## config.mk

```make
export PLATFORM = sky130hd
export DESIGN_NAME = ppdw_ctrl
export DESIGN_NICKNAME = d
export VERILOG_FILES = /design/src/design/ppdw_pkg.sv /design/src/design/ppdw_ctrl.sv
export SDC_FILE = /design/constraint.sdc
export NUM_CORES = 1
export LEC_CHECK = 0
export BUFFER_PORTS_ARGS = -buffer_cell sky130_fd_sc_hd__buf_4
export CORE_AREA = 2 2 39 41
export DETAILED_ROUTE_END_ITERATION = 16
export DIE_AREA = 0 0 41 43
export GPL_TIMING_DRIVEN = 0
export PLACE_DENSITY = 0.3
export SLEW_MARGIN = 40
export SYNTH_ARGS = -nofsm -noshare
export SYNTH_HDL_FRONTEND = slang
export SYNTH_SLANG_ARGS = --single-unit
```

## constraint.sdc

```tcl
create_clock -name clk -period 1.5 [get_ports clk]
set_input_delay 0.15 -clock clk [delete_from_list [all_inputs] [get_ports clk]]
set_output_delay 0.15 -clock clk [all_outputs]
set_load 0.05 [all_outputs]
```

## src/design/ppdw_pkg.sv

```systemverilog
// Shared constants, codes and control types of the per-peer delivery window tracker.
`timescale 1ns / 1ps

package ppdw_pkg;

	// Geometry of the tracker
	localparam int PEERS  = 128;
	localparam int WINDOW = 64;

	// Field widths of the words
	localparam int PEER_W = 7;
	localparam int SEQ_W  = 32;
	localparam int ADV_W  = 7;
	localparam int STS_W  = 2;

	// Derived widths
	localparam int IDX_W      = $clog2(PEERS);
	localparam int BIT_W      = $clog2(WINDOW);
	localparam int ENTRY_W    = SEQ_W + WINDOW;
	localparam int S_TDATA_W  = ((PEER_W + SEQ_W + 7) / 8) * 8;
	localparam int M_TDATA_W  = ((SEQ_W + ADV_W + STS_W + 7) / 8) * 8;

	// Bits of the held map examined per scan step
	localparam int SCAN_W   = 8;
	localparam int SHIFT_W  = $clog2(SCAN_W + 1);

	// Outcome of one update
	typedef enum logic [STS_W-1:0] {
		ST_ADVANCED = 2'd0,
		ST_HELD     = 2'd1,
		ST_STALE    = 2'd2,
		ST_BEYOND   = 2'd3
	} status_t;

	// Commands from the controller to the datapath
	typedef struct packed {
		logic capture;   // latch the input word and read the peer entry
		logic lookup;    // classify seq against the stored watermark
		logic scan;      // consume one step of consecutive held bits
		logic commit;    // write back the entry and load the result word
	} ctl_cmd_t;

	// Status from the datapath to the controller
	typedef struct packed {
		logic advance;   // seq equals the watermark
		logic scan_last; // the current scan step ends the run of held bits
		logic out_free;  // the output register can take a word this cycle
	} ctl_sts_t;

endpackage

```

## src/design/ppdw_ctrl.sv

```systemverilog
// Controller state machine of the per-peer delivery window tracker.
`timescale 1ns / 1ps

module ppdw_ctrl (
	input  logic               clk,
	input  logic               arst_n,
	input  logic               in_valid,
	output logic               in_ready,
	input  ppdw_pkg::ctl_sts_t sts,
	output ppdw_pkg::ctl_cmd_t cmd
);
	import ppdw_pkg::*;

	typedef enum logic [1:0] {
		IDLE,
		LOOKUP,
		SCAN,
		FINISH
	} state_t;

	state_t state_q;

	// Take a new word only when no update is in flight
	assign in_ready = (state_q == IDLE);

	// Decode commands from the current state
	always_comb begin
		cmd         = '0;
		cmd.capture = (state_q == IDLE) && in_valid;
		cmd.lookup  = (state_q == LOOKUP);
		cmd.scan    = (state_q == SCAN);
		cmd.commit  = (state_q == FINISH) && sts.out_free;
	end

	// Sequence one update
	always_ff @(posedge clk or negedge arst_n) begin
		if (!arst_n) begin
			state_q <= IDLE;
		end else begin
			case (state_q)
				IDLE: begin
					if (in_valid) state_q <= LOOKUP;
				end
				LOOKUP: begin
					state_q <= sts.advance ? SCAN : FINISH;
				end
				SCAN: begin
					if (sts.scan_last) state_q <= FINISH;
				end
				FINISH: begin
					if (sts.out_free) state_q <= IDLE;
				end
				default: begin
					state_q <= IDLE;
				end
			endcase
		end
	end

endmodule

```

==> out/results.ini, run 1 <==
[detailed_routing]
vias=179
drtPass1Iterations=1
wl_per_cell_um=9.22
via_per_inst=3.65
drcViolationCount=0
antenna_left=0
wirelength_um=452
drt_iter0_markers=0

[synthesis]
syn-num-nets=29
synthSimpleGateAreaFrac_pct=27.6
synth_compound_area_share_pct=9.62
synth_top_family_by_area=simple AND/OR/NAND/NOR gates
synth_seq_cells=2
synth.avg_cell_area_sq_um=10.3
yosysUniqueCellTypes=11
synthAdderAreaFrac_pct=25.6
synthXorXnorAreaFrac_pct=0
synth_area_sq_um=195
synthMuxAreaShare_pct=7.69
syn_inst=19
yosys_warnings=0
synth-seq-area-share_pct=25.6

[sta]
fin_skew_ns=0.00124
slew_headroom_pct=89.6
hold_violations=0
drv_slew=0
rsz0062_at_grt=no
finalSetupViolations=0
worstMarginPinSlew_ns=0.155
period_share_pct=93.9
fmax_mhz=710
period_needed_ns=1.41
worst_slack_ns=0.0908
finalSetupTns_ns=0

[cells_and_area]
drive_gt1_share_pct=69.7
multi_input_area_sq_um=165
largest_registers=state_q x2
syn_to_final_growth_pct=80.8
regMostFlops=state_q
fin_nets=45
diodes=0
fillerInstances=159
register_area_sq_um=52.6
largest_reg_flops=2
fin_area_sq_um=353

[placed_design]
numPortBuffers=10
dpl_worst_slack_ns=0.0494
gp_congestion=0.638
post-dp-hpwl_um=355
place_area_sq_um=318

[global_routing]
overflow=0
grt.met2_usage_pct=9.69
track_usage_pct=7.32
grt_pass1_vias=190
top_usage_layer=met4
grt_use_met1_pct=6.73
grt_max_degree=7
use_met3_pct=3.14
grt_antenna_before_repair=0
grt_pass1_wl_um=759

[die]
core_sq_mm=0.00138
row_count=14
fp.dieW_um=41
ios=11
die_area_sq_mm=0.00176
start_util_pct=14.1
die_h_um=43

[flow_run]
maxCapViolCount=0

[critical_path]
crit_arrival_ns=1.26
startpoint_type=register
critPathRequiredTime_ns=1.35
crit_type=reg -> out
path_max_fanout=5
cp-end-kind=primary output

[clock_tree]
root_buffer=clkbuf_4
clkTransAtPathRegs_ns=0.03
worstSkewPairLatency_ns=0.22
h-tree-depth=1
clock-sinks=2
clockBufferDepth=2
numCtsBuffers=3
cts_tree=yes

[hold_path]
hp-class=in -> async

[power_and_ir_drop]
p_leak_nw=0.160
max-vdd-ir-drop_v=0.000843
power.density_mw_per_mm2=2490

[outcome]
status=completed

-- critical path: stages, from the launching register on --
cell	delay, ns
dfrtp_2	0.44
inv_1	0.13
ha_4	0.16
and2_2	0.13
buf_4	0.18
-- per-stage QoR --
step | utilization (%) | power, mW | std cells | hold WS, ns
6_report | 25.5 | 0.878 | 49 | 0.249
5_1_grt | 25.5 | 0.967 | 49 | 0.241
4_1_cts | 25.3 | 0.896 | 49 | 0.234
3_5_place_dp | 23.0 | 0.762 | 45 | -0.0659
3_3_place_gp | 23.0 | 0.767 | 45 | -0.0680
2_1_floorplan | - | 0.661 | 19 | -0.146
-- synth_stat cells (all sizes together) --
library cell  n  area share (%)
ha            4              26
nand2b        4              13
and2          2             7.1
dfrtp         2              26
inv           2             3.8
a41oi         1             4.5
and3          1             5.8
mux2          1             7.7
nor2          1             1.9
o22a          1             5.1
-- placed cells by master (no fill, tap or decap) --
cell / netlist / layout
a41oi_1: 1 / 1
and2_1: 1 / 1
and2_2: 1 / 1
and3_4: 1 / 1
buf_4: 0 / 10
clkbuf_4: 0 / 3
dfrtp_2: 0 / 2
dlygate4sd3_1: 0 / 1
ha_1: 4 / 1
ha_2: 0 / 1
ha_4: 0 / 2
inv_1: 2 / 1
inv_2: 0 / 1
mux2_4: 1 / 1
nand2b_1: 4 / 4
nor2_1: 1 / 1
o22a_2: 1 / 1
-- final timing paths --
| check | depth (start not counted) | startpoint | slack [ns] | to |
|---|---|---|---|---|
| max | 4 | state_q[1] | 0.09 | cmd[3] |
| min reg2reg | 1 | state_q[0] | 0.59 | state_q[0] |
| min in group clk | 4 | sts[2] | 0.46 | state_q[0] |
| min | 2 | arst_n | 0.25 | state_q[1] |
| max in group asynchronous | 2 | arst_n | 1.15 | state_q[0] |
| max reg2reg | 5 | state_q[1] | 0.12 | state_q[1] |
-- per-layer routing --
metal	routed length [um]	share of wire [%]
met5	0	0
met4	0	0
met2	258	57
met3	20	4.4
met1	173	38
-- power by group --
part	switching, mW	internal, mW	total (mW)
registers	0.0504	0.0916	0.142
clock network	0.0306	0.0883	0.119
logic	0.353	0.264	0.617
total	0.434	0.444	0.878
-- cell type report --
type	instances	area share, %
multi-input combinational	15	46.8
timing repair buffer	11	24.1
sequential	2	14.9
clock buffer	3	6.38
tap	16	5.67
inverter	2	2.13
-- repair_timing --
item	4_1_cts	5_1_grt
hold endpoints to repair	2	0
buffers inserted	0	0
hold buffers	1	0
resized for setup	0	3
setup endpoints to repair	0	2
-- cell families (layout without fill, tap and decap cells) --
logic type | Yosys count | count (layout)
AND/OR/NAND/NOR | 8 | 8
adder cells (fa/ha/maj) | 4 | 4
AO/OA/AOI/OAI | 2 | 2
flip-flops | 2 | 2
buffers and inverters | 2 | 16
multiplexers | 1 | 1
Power figures use the tool's default switching activity.
==> inputs of run 2 (changes only) <==
--- a/config.mk
+++ b/config.mk
@@ -10,7 +10,7 @@
 export DETAILED_ROUTE_END_ITERATION = 16
 export DIE_AREA = 0 0 41 43
 export GPL_TIMING_DRIVEN = 0
-export PLACE_DENSITY = 0.3
+export PLACE_DENSITY_LB_ADDON = 0.12
 export SLEW_MARGIN = 40
 export SYNTH_ARGS = -nofsm -noshare
 export SYNTH_HDL_FRONTEND = slang
==> run 2 against run 1 <==
Global-route usage is 2.0 points lower. Cell area fell by 0.35%. Die area unchanged. Highest routed layer unchanged.
==> out/results.ini, run 2 (synthesis results as in run 1) <==
[placed_design]
numPortBuffers=10
gp_congestion=0.588
post-dp-hpwl_um=320

[critical_path]
startpoint_type=register
path_max_fanout=5
slowest_delay_ns=0.44
crit_type=reg -> out
cp-end-kind=primary output
cp_slowest_cell=dfrtp_1
critPathRequiredTime_ns=1.35
rr_worst_depth=5
cp_cell_sequence=inv_1 -> ha_4 -> and2_2 -> buf_4
crit_arrival_ns=1.30

[cells_and_area]
diodes=0
drive_gt1_share_pct=66.7
fin_nets=45
largest_registers=state_q x2
final_common_cell=buf_4
regMostFlops=state_q
largest_reg_flops=2
final_cell_mix=10 x buf_4, 4 x nand2b_1, 3 x clkbuf_4
syn_to_final_growth_pct=80.1

[detailed_routing]
drtPass1Iterations=2
vias=179
via_per_inst=3.65
drcViolationCount=0
route.met3.wl_um=32
wl_met1_um=151
topRoutingLayerUsed=met3
antenna_left=0
wirelength_um=403
wl_per_cell_um=8.22
met2_length_um=218
drt_iter0_markers=3

[global_routing]
grt_pass1_vias=155
grt_antenna_before_repair=0
overflow=0
grt_max_degree=7
track_usage_pct=5.32
grt_pass1_wl_um=593

[die]
ios=11
row_count=14
fp.dieW_um=41
core_sq_mm=0.00138
die_area_sq_mm=0.00176
start_util_pct=14.1
die_h_um=43

[sta]
fin_skew_ns=0.00249
fmax_mhz=689
worst_hold_slack_ns=0.249
rsz0062_at_grt=no
period_share_pct=96.7
slew_headroom_pct=86.0
finalSetupViolations=0
drv_slew=0
finalSetupTns_ns=0
period_needed_ns=1.45
worstMarginPinSlew_ns=0.210
hold_violations=0

[clock_tree]
clockBufferDepth=2
worstSkewPairLatency_ns=0.22
root_buffer=clkbuf_4
cts_tree=yes
h-tree-depth=1
clkTransAtPathRegs_ns=0.03
clock-sinks=2
numCtsBuffers=3
cts_setup_buffers=0

[hold_path]
hp-class=in -> async

[outcome]
status=completed

[flow_run]
maxCapViolCount=0

==> run 2: cell count changes in the layout (fill, tap and decap cells not counted) <==
cell	before	now
dfrtp_2	2	1
dfrtp_1	0	1
==> run 2: final timing paths <==
path / start / endpoint / slack [ns]
max: state_q[1] / cmd[3] / 0.05
min in group clk: in_valid / state_q[0] / 0.46
max in group asynchronous: arst_n / state_q[0] / 1.15
max reg2reg: state_q[1] / state_q[1] / 0.09
min reg2reg: state_q[0] / state_q[0] / 0.59
min: arst_n / state_q[1] / 0.25
==> run 2: area by class of cell <==
cell class                 instances  area [sq um]
multi-input combinational         15           165
timing repair buffer              11          85.1
inverter                           2          7.51
clock buffer                       3          22.5
sequential                         2          51.3
fill                             159          1030
tap                               16          20.0
==> run 2: routing by layer <==
layer	global-route usage, %	up-vias
li1	-	91
met2	7.19	5
met5	0	-
met4	4.00	0
met3	3.14	0
met1	5.79	83
==> run 2: repair_timing <==
action	CTS	global route
endpoints found under the setup margin	0	2
gates resized for setup	0	2
hold buffers	1	0
endpoints found under the hold margin	2	0
==> run 2: worst max-delay path, delay by kind of cell, from the launching register on <==
kind	cells	cell delay, ns
and+or+nand+nor	1	0.16
DFF	1	0.44
buffers and inverters	2	0.30
adders and majority gates	1	0.18
==> run 2: stage by stage <==
stage,area [sq um],instances,util [%],setup WS [ns]
after global routing,352,49,25.4,0.000834
after detailed placement,318,45,23.0,0.0386
after CTS,350,49,25.3,0.00860
after floorplan,223,19,-,0.0122
after global placement,318,45,23.0,0.0362
final,352,49,25.4,0.0489
Power of run 2 is not shown: default switching activity piles up to over one toggle a cycle in this logic, so the estimate is an artifact.
